### src/sch_pkg.sv
// Shared types, constants and helper functions of the smoothed compass heading block.
package sch_pkg;

  localparam int MaxSteps       = 24;
  localparam int CordicStepsDef = 16;
  localparam int StepW          = $clog2(MaxSteps);
  localparam int CordW          = 34;

  localparam logic [31:0] TurnHalf    = 32'h8000_0000;
  localparam logic [31:0] TurnQuarter = 32'h4000_0000;
  localparam logic [31:0] InvGainQ30  = 32'h26DD_3B6A;

  localparam logic [8:0]  GainReset = 9'd64;
  localparam logic [8:0]  GainMax   = 9'd256;
  localparam logic [15:0] SineReset = 16'h0000;
  localparam logic [15:0] CosReset  = 16'h7FFF;

  // Configuration register indexes
  localparam logic RegDecl = 1'b0;
  localparam logic RegGain = 1'b1;

  typedef struct packed {
    logic start;
    logic rotate;
  } cordic_cmd_t;

  // Arctangent of 2^-i in binary angle units (full turn = 2^32)
  function automatic logic [31:0] atan_lut(input logic [StepW-1:0] idx);
    logic [31:0] r;
    case (idx)
      5'd0:    r = 32'h2000_0000;
      5'd1:    r = 32'h12E4_051E;
      5'd2:    r = 32'h09FB_385B;
      5'd3:    r = 32'h0511_11D4;
      5'd4:    r = 32'h028B_0D43;
      5'd5:    r = 32'h0145_D7E1;
      5'd6:    r = 32'h00A2_F61E;
      5'd7:    r = 32'h0051_7C55;
      5'd8:    r = 32'h0028_BE53;
      5'd9:    r = 32'h0014_5F2F;
      5'd10:   r = 32'h000A_2F98;
      5'd11:   r = 32'h0005_17CC;
      5'd12:   r = 32'h0002_8BE6;
      5'd13:   r = 32'h0001_45F3;
      5'd14:   r = 32'h0000_A2FA;
      5'd15:   r = 32'h0000_517D;
      5'd16:   r = 32'h0000_28BE;
      5'd17:   r = 32'h0000_145F;
      5'd18:   r = 32'h0000_0A30;
      5'd19:   r = 32'h0000_0518;
      5'd20:   r = 32'h0000_028C;
      5'd21:   r = 32'h0000_0146;
      5'd22:   r = 32'h0000_00A3;
      5'd23:   r = 32'h0000_0051;
      default: r = 32'h0000_0000;
    endcase
    return r;
  endfunction

  // Clamp to the signed 16-bit range
  function automatic logic signed [15:0] sat16(input logic signed [19:0] v);
    logic signed [15:0] r;
    if (v > 20'sd32767) begin
      r = 16'sh7FFF;
    end else if (v < -20'sd32768) begin
      r = 16'sh8000;
    end else begin
      r = v[15:0];
    end
    return r;
  endfunction

endpackage

### src/sch_cordic.sv
// Iterative CORDIC unit: vectoring (angle of x,y) or rotation (sine and cosine of an angle).
module sch_cordic #(
  parameter int Steps = sch_pkg::CordicStepsDef
) (
  input  logic                     clk_i,
  input  logic                     rst_ni,
  input  sch_pkg::cordic_cmd_t     cmd_i,
  input  logic signed [15:0]       x_i,
  input  logic signed [15:0]       y_i,
  input  logic [31:0]              theta_i,
  output logic                     done_o,
  output logic [31:0]              angle_o,
  output logic signed [15:0]       sin_o,
  output logic signed [15:0]       cos_o
);

  localparam int NRun = (Steps > sch_pkg::MaxSteps) ? sch_pkg::MaxSteps : Steps;
  localparam logic [sch_pkg::StepW-1:0] LastStep = sch_pkg::StepW'(NRun - 1);

  logic                              busy_q, busy_d;
  logic                              done_q, done_d;
  logic                              rot_q, rot_d;
  logic                              neg_q, neg_d;
  logic [sch_pkg::StepW-1:0]         step_q, step_d;
  logic signed [sch_pkg::CordW-1:0]  x_q, x_d, y_q, y_d;
  logic [31:0]                       z_q, z_d;

  logic signed [16:0]                xe, ye, xa, ya;
  logic signed [30:0]                xsc, ysc;
  logic signed [sch_pkg::CordW-1:0]  xs, ys;
  logic [31:0]                       atan;
  logic [31:0]                       th_off, th_red;
  logic                              cw;

  logic signed [sch_pkg::CordW-1:0]  xo, yo;
  logic signed [sch_pkg::CordW:0]    xr, yr;

  always_comb begin
    xe     = {x_i[15], x_i};
    ye     = {y_i[15], y_i};
    xa     = x_i[15] ? -xe : xe;
    ya     = x_i[15] ? -ye : ye;
    xsc    = {xa, 14'd0};
    ysc    = {ya, 14'd0};
    th_off = theta_i - sch_pkg::TurnQuarter;
    th_red = theta_i - sch_pkg::TurnHalf;
    xs     = x_q >>> step_q;
    ys     = y_q >>> step_q;
    atan   = sch_pkg::atan_lut(step_q);
    cw     = rot_q ? z_q[31] : ~y_q[sch_pkg::CordW-1];
  end

  always_comb begin
    busy_d = busy_q;
    done_d = 1'b0;
    rot_d  = rot_q;
    neg_d  = neg_q;
    step_d = step_q;
    x_d    = x_q;
    y_d    = y_q;
    z_d    = z_q;
    if (cmd_i.start) begin
      step_d = '0;
      rot_d  = cmd_i.rotate;
      if (cmd_i.rotate) begin
        busy_d = 1'b1;
        x_d    = sch_pkg::CordW'(sch_pkg::InvGainQ30);
        y_d    = '0;
        // fold the left half-plane onto the right one and negate the result later
        if (!th_off[31]) begin
          z_d   = th_red;
          neg_d = 1'b1;
        end else begin
          z_d   = theta_i;
          neg_d = 1'b0;
        end
      end else begin
        neg_d = 1'b0;
        x_d   = {{3{xsc[30]}}, xsc};
        y_d   = {{3{ysc[30]}}, ysc};
        z_d   = x_i[15] ? sch_pkg::TurnHalf : 32'd0;
        if (x_i == 16'sd0 && y_i == 16'sd0) begin
          // zero vector: angle is zero, no iterations
          busy_d = 1'b0;
          done_d = 1'b1;
          z_d    = 32'd0;
        end else begin
          busy_d = 1'b1;
        end
      end
    end else if (busy_q) begin
      if (cw) begin
        x_d = x_q + ys;
        y_d = y_q - xs;
        z_d = z_q + atan;
      end else begin
        x_d = x_q - ys;
        y_d = y_q + xs;
        z_d = z_q - atan;
      end
      step_d = step_q + 1'b1;
      if (step_q == LastStep) begin
        busy_d = 1'b0;
        done_d = 1'b1;
      end
    end
  end

  always_ff @(posedge clk_i or negedge rst_ni) begin
    if (!rst_ni) begin
      busy_q <= 1'b0;
      done_q <= 1'b0;
      rot_q  <= 1'b0;
      neg_q  <= 1'b0;
    end else begin
      busy_q <= busy_d;
      done_q <= done_d;
      rot_q  <= rot_d;
      neg_q  <= neg_d;
    end
  end

  always_ff @(posedge clk_i) begin
    step_q <= step_d;
    x_q    <= x_d;
    y_q    <= y_d;
    z_q    <= z_d;
  end

  // Q2.30 to Q1.15 with rounding and saturation
  always_comb begin
    xo    = neg_q ? -x_q : x_q;
    yo    = neg_q ? -y_q : y_q;
    xr    = {xo[sch_pkg::CordW-1], xo} + 35'sd16384;
    yr    = {yo[sch_pkg::CordW-1], yo} + 35'sd16384;
    cos_o = sch_pkg::sat16(xr[34:15]);
    sin_o = sch_pkg::sat16(yr[34:15]);
  end

  assign done_o  = done_q;
  assign angle_o = z_q;

endmodule

### src/sch_decl_div.sv
// Declination conversion from centidegrees to a binary angle by reciprocal multiplication.
module sch_decl_div (
  input  logic               clk_i,
  input  logic               rst_ni,
  input  logic               start_i,
  input  logic signed [15:0] decl_i,
  output logic               busy_o,
  output logic [31:0]        angle_o
);

  localparam logic [1:0]  PhMul   = 2'd0;
  localparam logic [1:0]  PhRecip = 2'd1;
  localparam logic [1:0]  PhSum   = 2'd2;

  // 2^32 = 119304 * 36000 + 23296, so the rounded angle is 119304*m plus
  // floor((728*m + 562) / 1125); the last division uses ceil(2^36 / 1125).
  localparam logic [31:0] TurnPerCenti = 32'd119304;
  localparam logic [24:0] NumScale     = 25'd728;
  localparam logic [24:0] NumBias      = 25'd562;
  localparam logic [25:0] Recip1125    = 26'd61083980;

  logic              busy_q, busy_d;
  logic [1:0]        phase_q, phase_d;
  logic              neg_q, neg_d;
  logic [15:0]       mag_q, mag_d;
  logic [24:0]       num_q, num_d;
  logic [31:0]       base_q, base_d;
  logic [14:0]       quo_q, quo_d;
  logic [31:0]       angle_q, angle_d;

  logic [15:0]       mag;
  logic [24:0]       num;
  logic [31:0]       base;
  logic [50:0]       prod;
  logic [31:0]       sum;

  always_comb begin
    mag  = decl_i[15] ? 16'(-decl_i) : decl_i;
    num  = {9'd0, mag_q} * NumScale + NumBias;
    base = {16'd0, mag_q} * TurnPerCenti;
    prod = {26'd0, num_q} * {25'd0, Recip1125};
    sum  = base_q + {17'd0, quo_q};
  end

  always_comb begin
    busy_d  = busy_q;
    phase_d = phase_q;
    neg_d   = neg_q;
    mag_d   = mag_q;
    num_d   = num_q;
    base_d  = base_q;
    quo_d   = quo_q;
    angle_d = angle_q;
    if (start_i) begin
      busy_d  = 1'b1;
      phase_d = PhMul;
      neg_d   = decl_i[15];
      mag_d   = mag;
    end else if (busy_q) begin
      phase_d = phase_q + 1'b1;
      case (phase_q)
        PhMul: begin
          num_d  = num;
          base_d = base;
        end
        PhRecip: quo_d = prod[50:36];
        PhSum: begin
          angle_d = neg_q ? -sum : sum;
          busy_d  = 1'b0;
        end
        default: busy_d = 1'b0;
      endcase
    end
  end

  always_ff @(posedge clk_i or negedge rst_ni) begin
    if (!rst_ni) begin
      busy_q  <= 1'b0;
      angle_q <= 32'd0;
      phase_q <= PhMul;
    end else begin
      busy_q  <= busy_d;
      angle_q <= angle_d;
      phase_q <= phase_d;
    end
  end

  always_ff @(posedge clk_i) begin
    neg_q  <= neg_d;
    mag_q  <= mag_d;
    num_q  <= num_d;
    base_q <= base_d;
    quo_q  <= quo_d;
  end

  assign busy_o  = busy_q;
  assign angle_o = angle_q;

endmodule

### src/smoothed_compass_heading_unit.sv
// The single CORDIC unit runs angle, sine/cosine and smoothed-angle passes in turn; a zero vector
// skips the iterations of its pass. A new sample is taken only in the idle state, once the previous
// sample's heading has been placed in the output register.
// A declination write keeps s_axis_tready low while it is converted.
// Reset: gain 64, declination 0, smoothed vector (sine 0, cosine 32767), output empty.
module smoothed_compass_heading_unit #(
  parameter int CORDIC_STEPS = sch_pkg::CordicStepsDef
) (
  input  logic        clk_i,
  input  logic        rst_ni,
  input  logic        s_axis_tvalid,
  output logic        s_axis_tready,
  input  logic [31:0] s_axis_tdata,   // [15:0] mag_x, [31:16] mag_y
  output logic        m_axis_tvalid,
  input  logic        m_axis_tready,
  output logic [15:0] m_axis_tdata,   // [15:0] heading_centideg
  input  logic        cfg_we_i,
  input  logic        cfg_idx_i,
  input  logic [15:0] cfg_data_i
);

  localparam logic [3:0] StIdle   = 4'd0;
  localparam logic [3:0] StVec1   = 4'd1;
  localparam logic [3:0] StRot    = 4'd2;
  localparam logic [3:0] StMulS   = 4'd3;
  localparam logic [3:0] StAddS   = 4'd4;
  localparam logic [3:0] StMulC   = 4'd5;
  localparam logic [3:0] StAddC   = 4'd6;
  localparam logic [3:0] StVStart = 4'd7;
  localparam logic [3:0] StVec2   = 4'd8;
  localparam logic [3:0] StMulH   = 4'd9;
  localparam logic [3:0] StHead   = 4'd10;

  localparam logic signed [16:0] CentiTurn = 17'sd36000;

  logic [3:0]          state_q, state_d;
  logic [8:0]          gain_q;
  logic signed [15:0]  sm_sin_q, sm_sin_d;
  logic signed [15:0]  sm_cos_q, sm_cos_d;
  logic signed [49:0]  prod_q;
  logic                out_valid_q, out_valid_d;
  logic [15:0]         out_data_q, out_data_d;

  sch_pkg::cordic_cmd_t cmd;
  logic signed [15:0]  cx, cy;
  logic [31:0]         theta;
  logic                c_done;
  logic [31:0]         c_angle;
  logic signed [15:0]  c_sin, c_cos;

  logic                decl_start;
  logic                div_busy;
  logic [31:0]         decl_ang;

  logic [8:0]          gain_eff;
  logic signed [16:0]  diff_s, diff_c;
  logic signed [32:0]  mul_a;
  logic signed [16:0]  mul_b;
  logic signed [49:0]  mul_p;
  logic [48:0]         hsum;
  logic [16:0]         hraw;
  logic [15:0]         head;
  logic                in_acc;

  function automatic logic signed [15:0] smooth_apply(input logic signed [15:0] old,
                                                      input logic signed [49:0] prod);
    logic signed [26:0] p;
    logic signed [26:0] sh;
    logic signed [19:0] r;
    p  = prod[26:0] + 27'sd128;
    sh = p >>> 8;
    r  = {{4{old[15]}}, old} + sh[19:0];
    return sch_pkg::sat16(r);
  endfunction

  sch_cordic #(
    .Steps(CORDIC_STEPS)
  ) u_cordic (
    .clk_i   (clk_i),
    .rst_ni  (rst_ni),
    .cmd_i   (cmd),
    .x_i     (cx),
    .y_i     (cy),
    .theta_i (theta),
    .done_o  (c_done),
    .angle_o (c_angle),
    .sin_o   (c_sin),
    .cos_o   (c_cos)
  );

  assign decl_start = cfg_we_i && (cfg_idx_i == sch_pkg::RegDecl);

  sch_decl_div u_decl_div (
    .clk_i   (clk_i),
    .rst_ni  (rst_ni),
    .start_i (decl_start),
    .decl_i  (cfg_data_i),
    .busy_o  (div_busy),
    .angle_o (decl_ang)
  );

  assign s_axis_tready = (state_q == StIdle) && !div_busy;
  assign in_acc        = s_axis_tvalid && s_axis_tready;

  // Shared multiplier: smoothing products, then angle to centidegrees
  always_comb begin
    gain_eff = (gain_q > sch_pkg::GainMax) ? sch_pkg::GainMax : gain_q;
    diff_s   = {c_sin[15], c_sin} - {sm_sin_q[15], sm_sin_q};
    diff_c   = {c_cos[15], c_cos} - {sm_cos_q[15], sm_cos_q};
    case (state_q)
      StMulS: begin
        mul_a = {{16{diff_s[16]}}, diff_s};
        mul_b = {8'd0, gain_eff};
      end
      StMulC: begin
        mul_a = {{16{diff_c[16]}}, diff_c};
        mul_b = {8'd0, gain_eff};
      end
      default: begin
        mul_a = {1'b0, c_angle};
        mul_b = CentiTurn;
      end
    endcase
    mul_p = mul_a * mul_b;
  end

  always_comb begin
    hsum = {1'b0, prod_q[47:0]} + 49'h0_8000_0000;
    hraw = hsum[48:32];
    head = (hraw >= 17'd36000) ? 16'd0 : hraw[15:0];
  end

  always_comb begin
    state_d     = state_q;
    sm_sin_d    = sm_sin_q;
    sm_cos_d    = sm_cos_q;
    out_valid_d = out_valid_q;
    out_data_d  = out_data_q;
    cmd.start   = 1'b0;
    cmd.rotate  = 1'b0;
    cx          = sm_cos_q;
    cy          = sm_sin_q;
    theta       = c_angle + decl_ang;

    if (m_axis_tready) begin
      out_valid_d = 1'b0;
    end

    case (state_q)
      StIdle: begin
        cx = s_axis_tdata[15:0];
        cy = s_axis_tdata[31:16];
        if (in_acc) begin
          cmd.start = 1'b1;
          state_d   = StVec1;
        end
      end
      StVec1: begin
        if (c_done) begin
          cmd.start  = 1'b1;
          cmd.rotate = 1'b1;
          state_d    = StRot;
        end
      end
      StRot: begin
        if (c_done) begin
          state_d = StMulS;
        end
      end
      StMulS: state_d = StAddS;
      StAddS: begin
        sm_sin_d = smooth_apply(sm_sin_q, prod_q);
        state_d  = StMulC;
      end
      StMulC: state_d = StAddC;
      StAddC: begin
        sm_cos_d = smooth_apply(sm_cos_q, prod_q);
        state_d  = StVStart;
      end
      StVStart: begin
        cmd.start = 1'b1;
        state_d   = StVec2;
      end
      StVec2: begin
        if (c_done) begin
          state_d = StMulH;
        end
      end
      StMulH: state_d = StHead;
      StHead: begin
        // hold until the output register is free
        if (!out_valid_q || m_axis_tready) begin
          out_valid_d = 1'b1;
          out_data_d  = head;
          state_d     = StIdle;
        end
      end
      default: state_d = StIdle;
    endcase
  end

  always_ff @(posedge clk_i or negedge rst_ni) begin
    if (!rst_ni) begin
      state_q     <= StIdle;
      gain_q      <= sch_pkg::GainReset;
      sm_sin_q    <= sch_pkg::SineReset;
      sm_cos_q    <= sch_pkg::CosReset;
      out_valid_q <= 1'b0;
    end else begin
      state_q     <= state_d;
      sm_sin_q    <= sm_sin_d;
      sm_cos_q    <= sm_cos_d;
      out_valid_q <= out_valid_d;
      if (cfg_we_i && (cfg_idx_i == sch_pkg::RegGain)) begin
        gain_q <= cfg_data_i[8:0];
      end
    end
  end

  always_ff @(posedge clk_i) begin
    prod_q     <= mul_p;
    out_data_q <= out_data_d;
  end

  assign m_axis_tvalid = out_valid_q;
  assign m_axis_tdata  = out_data_q;

endmodule

### config.mk
export PLATFORM = sky130hd
export DESIGN_NAME = smoothed_compass_heading_unit
export DESIGN_NICKNAME = d
export VERILOG_FILES = /design/src/sch_pkg.sv /design/src/sch_cordic.sv /design/src/sch_decl_div.sv /design/src/smoothed_compass_heading_unit.sv
export SDC_FILE = /design/constraint.sdc
export NUM_CORES = 2
export LEC_CHECK = 0
export ABC_AREA = 1
export ABC_CLOCK_PERIOD_IN_PS = 11700
export BUFFER_PORTS_ARGS = -buffer_cell sky130_fd_sc_hd__buf_2
export CORE_MARGIN = 2
export CORE_UTILIZATION = 68
export CTS_BUF_LIST = sky130_fd_sc_hd__clkbuf_4
export DETAILED_ROUTE_END_ITERATION = 16
export PLACE_DENSITY_LB_ADDON = 0.15
export SYNTH_ARGS = -nofsm -noshare
export SYNTH_HDL_FRONTEND = slang
export SYNTH_SLANG_ARGS = --single-unit
### constraint.sdc
create_clock -name clk_i -period 11.7 [get_ports clk_i]
set_input_delay 2.34 -clock clk_i [delete_from_list [all_inputs] [get_ports clk_i]]
set_output_delay 2.34 -clock clk_i [all_outputs]
set_load 0.02 [all_outputs]
# [Word level (Yosys, flattened, before mapping)]
# Memories as Yosys holds them, arrays and structs flattened. A register that Yosys moved wholly into a read port is not among the register bits.
# Cells that the tools add are included.
[word_totals] latchBits=0 rom_bits=960 ramBits=0 out_inout_bits=18 n_memories=1 inputBits=54 regBits=340 wordCells=177
[classes] n_div=0 n_eq_ne=18 bitwise_logic=3 reduce_logical=21 shifts=2 muxes=67 magnitude_cmp=10 add_sub_neg=27 multipliers=4
[mem_list] memory="(name not given)" words=32 width=30 rd=1 rd_ports_with_merged_regs=1 wr=0 line_no="sch_pkg.sv:30" source="case (idx)"
[op_table] operator="$mux 34" n=10
[op_table] operator="$mux 32" n=8
[op_table] operator="$mux 16" n=11
[op_table] operator="$gt 20x16->1 const B" n=4
[op_table] operator="$lt 20x16->1 const B" n=4
[op_table] operator="$add 34x16->35 const B" n=2
[op_table] operator="$add 34x34->34" n=2
[op_table] operator="$neg 34->34" n=2
[op_table] operator="$sshr 34x5->34" n=2
[op_table] operator="$sub 34x34->34" n=2
[op_table] operator="$pmux 33 s2" n=1
[op_table] operator="$add 32x32->32" n=2
[op_table] operator="$add 48x32->49 const B" n=1
[op_table] operator="$mul 25x24->49 const B" n=1
[op_table] operator="$mul 33x17->48" n=1
[op_table] operator="$pmux 4 s11" n=1
[op_table] operator="$add 16x19->20" n=2
[op_table] operator="$mux 17" n=2
[op_table] operator="$neg 16->17" n=2
[op_table] operator="$sub 16x16->17" n=2
[op_table] operator="$add 32x15->32" n=1
[op_table] operator="$logic_not 16->1" n=2
[op_table] operator="$neg 32->32" n=1
[op_table] operator="$sub 32x31->32 const B" n=1
[op_table] operator="other kinds (38)" n=85

# [Depth between registers and ports, before layout]
[logic_depth] depth_word=9 depth_mapped=66 ltp_nobuf=66

# [Hierarchy]
# A second synthesis with hierarchy kept.
[hier_totals] hier_cells=9517 hier_area_um2=66830.3
[by_module_without_submodules] module="smoothed_compass_heading_unit" n_inst=1 seq_area_each_um2=2392.3 area_per_inst_um2=25713.4 cells_per_inst=3620
[by_module_without_submodules] module="sch_cordic" n_inst=1 seq_area_each_um2=3803.6 area_per_inst_um2=20927.6 cells_per_inst=3535
[by_module_without_submodules] module="sch_decl_div" n_inst=1 seq_area_each_um2=3338.2 area_per_inst_um2=20189.4 cells_per_inst=2362

# [Worst setup path before layout]
# OpenSTA, ideal clock, no wires.
[synth_path] path_kind="reg-to-reg" start="reg u_cordic.y_q[1] (netlist name)" end="reg prod_q[47]" setup_slack_ps=2071 arrival_time_ps=9516 t_required_ps=11588 path_stages_with_launch=58 setup_time_ps=112 path_cell_list="edfxtp_1 nor2_1 nand3_1 nor3_1 inv_1 nand2_1 xor2_1 inv_1 ha_1 nand2_2 nor2_4 nand3_2 nor2_2 nand2_1 nand2_1 inv_1 nor2_2 nand3_2 [22 not listed] fa_1 fa_1 inv_1 fa_1 inv_1 fa_1 inv_1 fa_1 inv_1 ha_1 nand2_1 nor3_1 nand2_1 o221a_2 nand2_1 inv_1 nand3_1 nand2_1"
[synth_via] elab_chain_len=9 word_cells_on_any_way=10
[synth_rtl] element="start: declaration" line_no="sch_cordic.sv:25" source="logic signed [sch_pkg::CordW-1:0] x_q, x_d, y_q, y_d;"
[synth_rtl] element="start signal: assignment" line_no="sch_cordic.sv:126" source="y_q <= y_d;"
[synth_rtl] element="$neg 34->34" line_no="sch_cordic.sv:133" source="yo = neg_q ? -y_q : y_q;"
[synth_rtl] element="$mux 34 *" line_no="sch_cordic.sv:133"
[synth_rtl] element="$add 34x16->35 *" line_no="sch_cordic.sv:135" source="yr = {yo[sch_pkg::CordW-1], yo} + 35'sd16384;"
[synth_rtl] element="$lt 20x16->1" line_no="sch_pkg.sv:65" source="end else if (v < -20'sd32768) begin"
[synth_rtl] element="$mux 16" line_no="sch_pkg.sv:65"
[synth_rtl] element="$mux 16 *" line_no="sch_pkg.sv:63" source="if (v > 20'sd32767) begin"
[synth_rtl] element="$sub 16x16->17 *" line_no="smoothed_compass_heading_unit.sv:108" source="diff_s = {c_sin[15], c_sin} - {sm_sin_q[15], sm_sin_q};"
[synth_rtl] element="$pmux 33 s2 *" line_no="smoothed_compass_heading_unit.sv:110" source="case (state_q)"
[synth_rtl] element="$mul 33x17->48 *" line_no="smoothed_compass_heading_unit.sv:124" source="mul_p = mul_a * mul_b;"
[synth_rtl] element="net mul_p[47]" line_no="smoothed_compass_heading_unit.sv:59" source="logic signed [49:0] mul_p;"
[synth_rtl] element="end signal: assignment" line_no="smoothed_compass_heading_unit.sv:221" source="prod_q <= mul_p;"
[synth_rtl] element="end: declaration" line_no="smoothed_compass_heading_unit.sv:40" source="logic signed [49:0] prod_q;"
# The timed path passes the listed nets; every way through them passes the cells marked *.
# A chain may end at the register's enable or synchronous reset.

# [Worst setup path in the final report]
[layout_path] start="reg u_cordic.x_q[16] (netlist name)" end="reg prod_q[45]"
[layout_via] elab_chain_len=9 word_cells_on_any_way=10
[layout_rtl] element="start: declaration" line_no="sch_cordic.sv:25"
[layout_rtl] element="start signal: assignment" line_no="sch_cordic.sv:125" source="x_q <= x_d;"
[layout_rtl] element="$neg 34->34" line_no="sch_cordic.sv:132" source="xo = neg_q ? -x_q : x_q;"
[layout_rtl] element="$mux 34 *" line_no="sch_cordic.sv:132"
[layout_rtl] element="$add 34x16->35 *" line_no="sch_cordic.sv:134" source="xr = {xo[sch_pkg::CordW-1], xo} + 35'sd16384;"
[layout_rtl] element="$lt 20x16->1" line_no="sch_pkg.sv:65"
[layout_rtl] element="$mux 16" line_no="sch_pkg.sv:65"
[layout_rtl] element="$mux 16 *" line_no="sch_pkg.sv:63"
[layout_rtl] element="$sub 16x16->17 *" line_no="smoothed_compass_heading_unit.sv:109" source="diff_c = {c_cos[15], c_cos} - {sm_cos_q[15], sm_cos_q};"
[layout_rtl] element="$pmux 33 s2 *" line_no="smoothed_compass_heading_unit.sv:110"
[layout_rtl] element="$mul 33x17->48 *" line_no="smoothed_compass_heading_unit.sv:124"
[layout_rtl] element="net mul_p[45]" line_no="smoothed_compass_heading_unit.sv:59"
# Marked as above.

==> key figures <==
Status
  • Outcome: completed

Synth
  • Sequential share of the synthesized area: roughly 15%
  • Number of synthesized flops with an enable pin: 198
  • Synthesis Warnings: 0
  • Synthesized area per cell: 7.24 um2
  • Post-synth top cells: nand2_1, inv_1, ha_1
  • Post-synth top area cell: fa_1
  • Mapped Nets: 10232
  • Cell Area, Synth: around 64000 um2
  • #FFs+latches synth: 355
  • Count leader, synth: nand2_1
  • Distinct cell type count of the synthesized netlist: just under 80
  • Yosys top cell area share: 18.1%
  • Gate Count Post-Synth: 8832
  • Ys flop type: edfxtp_1
  • Post-synth ARST share: 23.9%
  • Ranking of synthesized cells by area: fa_1, ha_1, nand2_1

Route
  • Drt initial violations: 5672
  • Vias per cell: 5.89
  • Via count: 60299
  • Drt pass-1 iters: 9
  • ANT nets after route: 0
  • Remaining DRCs: 0
  • Routed WL per cell: approximately 19 um
  • DRT Wirelength: 190 mm

Timing
  • Fin Setup TNS: 0 ns
  • Final setup violation count: 0
  • Max Freq: 0.0897 GHz
  • Period utilization: roughly 95%
  • Hold Violations, Final: 0
  • Slew @ Worst Pin: 1.11 ns
  • Final slew viol count: 0
  • Final min period: 11.15 ns
  • Worst slew margin: 25.8%
  • Clock skew: 0.0998 ns
  • Final worst slack: 0.549 ns

Worst setup path
  • R2R Setup Slk: 0.55 ns
  • Critical Path Fanout Max: 15
  • Critical path class: flop to flop
  • CP top delay family: simple AND/OR/NAND/NOR gates
  • Crit. End Element: flop
  • Worst path arrival time: 12.05 ns
  • CP Launch Type: flop
  • Crit path max-delay cell type: edfxtp_1
  • Critical path's largest stage delay: about 0.69 ns
  • WP buf/inv: 7
  • Most used cell, CP: nand2_1
  • Worst endpoint required time: approximately 13 ns

CTS
  • Clock Latency Late Sink: 1.04 ns
  • CTS H-tree depth: 3
  • Root buffer cell: clkbuf_4
  • CTS buffer count: about 100
  • Hold Buf Count CTS: 0
  • Sink Count: 355
  • Reg clk slew, reported paths: about 0.07 ns
  • CTS tree: yes
  • Clock buffer depth: 3

Placed design
  • DP Wirelength: 155 mm
  • Place WS: roughly 0.35 ns
  • Dpl cells: between 10000 and 15000
  • Placed Area: around 66000 um2
  • Routability Congestion: around 1.0
  • Port Buf Inserts: a little over 70

Global routing
  • Initial antenna violation count: 4
  • Largest net degree at the start of global routing: 75
  • GRT Total Usage: between 30 and 40%
  • Total congestion overflow: 0
  • First-pass GRT wire length: 306 mm
  • Vias in the first global route: around 60000

Floorplanning
  • Die W: slightly above 300 um
  • Die area: 96500 um2
  • Ports: 72
  • Starting Density: 68.6%
  • Site Rows: 112
  • Die H: 311 um
  • Area of the core: between 90000 and 100000 um2

Run
  • Max Cap Viol: 0

Finish
  • Fillers: roughly 7800
  • Layout cells sized above 1: 6.61%
  • Final cell count without fillers: 10242
  • Design area: 67000 um2
  • Synth-to-Final Area Change: 4.84%
  • Nets: slightly above 10000

Hold path
  • Hold/Removal Path Class: flop to flop
==> repair_timing <==
action / CTS / global route
gates resized for setup: 0 / 27
setup endpoints to repair: 0 / 23
buffers inserted: 0 / 11
==> cells in the final DEF, fill, tap and decap left out, types with 18 or more instances in the layout <==
master | synthesis | final
dfxtp_1 | 72 | 69
xnor2_1 | 127 | 127
nor4_1 | 31 | 30
fa_1 | 577 | 577
buf_2 | 63 | 70
o21a_1 | 26 | 26
inv_1 | 1485 | 1484
xor2_1 | 251 | 251
nor3_1 | 93 | 93
nand2_1 | 2008 | 2005
nand3_1 | 647 | 646
edfxtp_1 | 198 | 198
nand3b_1 | 34 | 34
inv_2 | 29 | 31
nor2_2 | 34 | 44
o21ai_1 | 25 | 28
buf_4 | 6 | 78
ha_1 | 769 | 769
clkbuf_4 | 0 | 150
o21bai_1 | 19 | 18
nand4_1 | 91 | 91
or2_2 | 44 | 44
o211ai_1 | 26 | 26
a21oi_1 | 531 | 529
nand2_2 | 63 | 64
clkinv_1 | 7 | 29
nor2_1 | 728 | 717
o31ai_1 | 21 | 20
dfrtp_1 | 69 | 68
o21ai_0 | 389 | 384
a21o_1 | 29 | 29
nand3_2 | 19 | 20
a31oi_1 | 41 | 39
==> kinds of logic (layout without fill, tap and decap cells) <==
logic type / after synthesis / count (layout) / synth area share, %
flip-flops: 355 / 355 / 14.9
buffers and inverters: 1705 / 1859 / 10.3
adder cells (fa/ha/maj): 1346 / 1346 / 33.1
XOR/XNOR: 385 / 385 / 5.39
AO/OA/AOI/OAI: 1195 / 1195 / 10.4
other: 2 / 4 / 0.0117
AND/OR/NAND/NOR: 3841 / 3841 / 25.8
multiplexers: 3 / 3 / 0.0528
==> worst paths after layout <==
check                                 start                     to  cells after the start
max                        u_cordic.x_q[16]             prod_q[45]                     51
min                            sm_cos_q[12]           sm_cos_q[12]                      2
max reg2reg                u_cordic.x_q[16]             prod_q[45]                     51
min reg2reg                    sm_cos_q[12]           sm_cos_q[12]                      2
max in group asynchronous            rst_ni  u_decl_div.angle_o[6]                      2
min in group asynchronous            rst_ni          m_axis_tvalid                      1
==> state kept, by name, summed over array words and instances, names as in the netlist, 21 cells and up <==
register and flops:
u_decl_div.angle_o 32, u_decl_div.base_q 29, u_decl_div.num_q 21, u_cordic.angle_o 32, u_cordic.atan 30, u_cordic.y_q 34
prod_q 37, u_cordic.x_q 34
==> layer usage <==
| metal | part of all wire [%] | global-route usage (%) | vias to the layer above |
|---|---|---|---|
| met5 | 0 | 0 | - |
| met4 | 6.2 | 21.6 | 0 |
| met3 | 7.8 | 5.87 | 672 |
| met1 | 39 | 49.2 | 28313 |
| li1 | - | - | 28682 |
| met2 | 47 | 66.2 | 2632 |
==> stage by stage <==
| step | utilization (%) | hold slack, ns |
|---|---|---|
| global route | 71.9 | 0.497 |
| CTS | 71.8 | 0.486 |
| global placement | 70.3 | 0.469 |
| finish | 71.9 | 0.486 |
| floorplan | - | 0.442 |
| detailed placement | 70.3 | 0.476 |
==> worst register-to-register path, delay by kind of cell (launching register included) <==
kind | cells | cell delay (ns)
fa+ha+maj | 9 | 3.98
buf+inv | 7 | 0.63
simple gates | 29 | 4.58
compound gates | 5 | 0.95
flops | 1 | 0.69
xor+xnor | 1 | 0.17
==> area by class of cell <==
type                       count  area (um2)  share of cell area [%]
multi-input combinational   6772       47900                    71.5
sequential                   355        9540                    14.2
inverter                    1522        5720                    8.53
tap                         1254        1570                    2.34
clock buffer                 150        1130                    1.68
timing repair buffer         148         936                    1.40
clock inverter                39         234                   0.349
antenna                        2        5.00                 0.00747
Power is left out: the tool's default activity adds up to more than one toggle a clock period on the data nets, which glitch-free logic cannot reach.
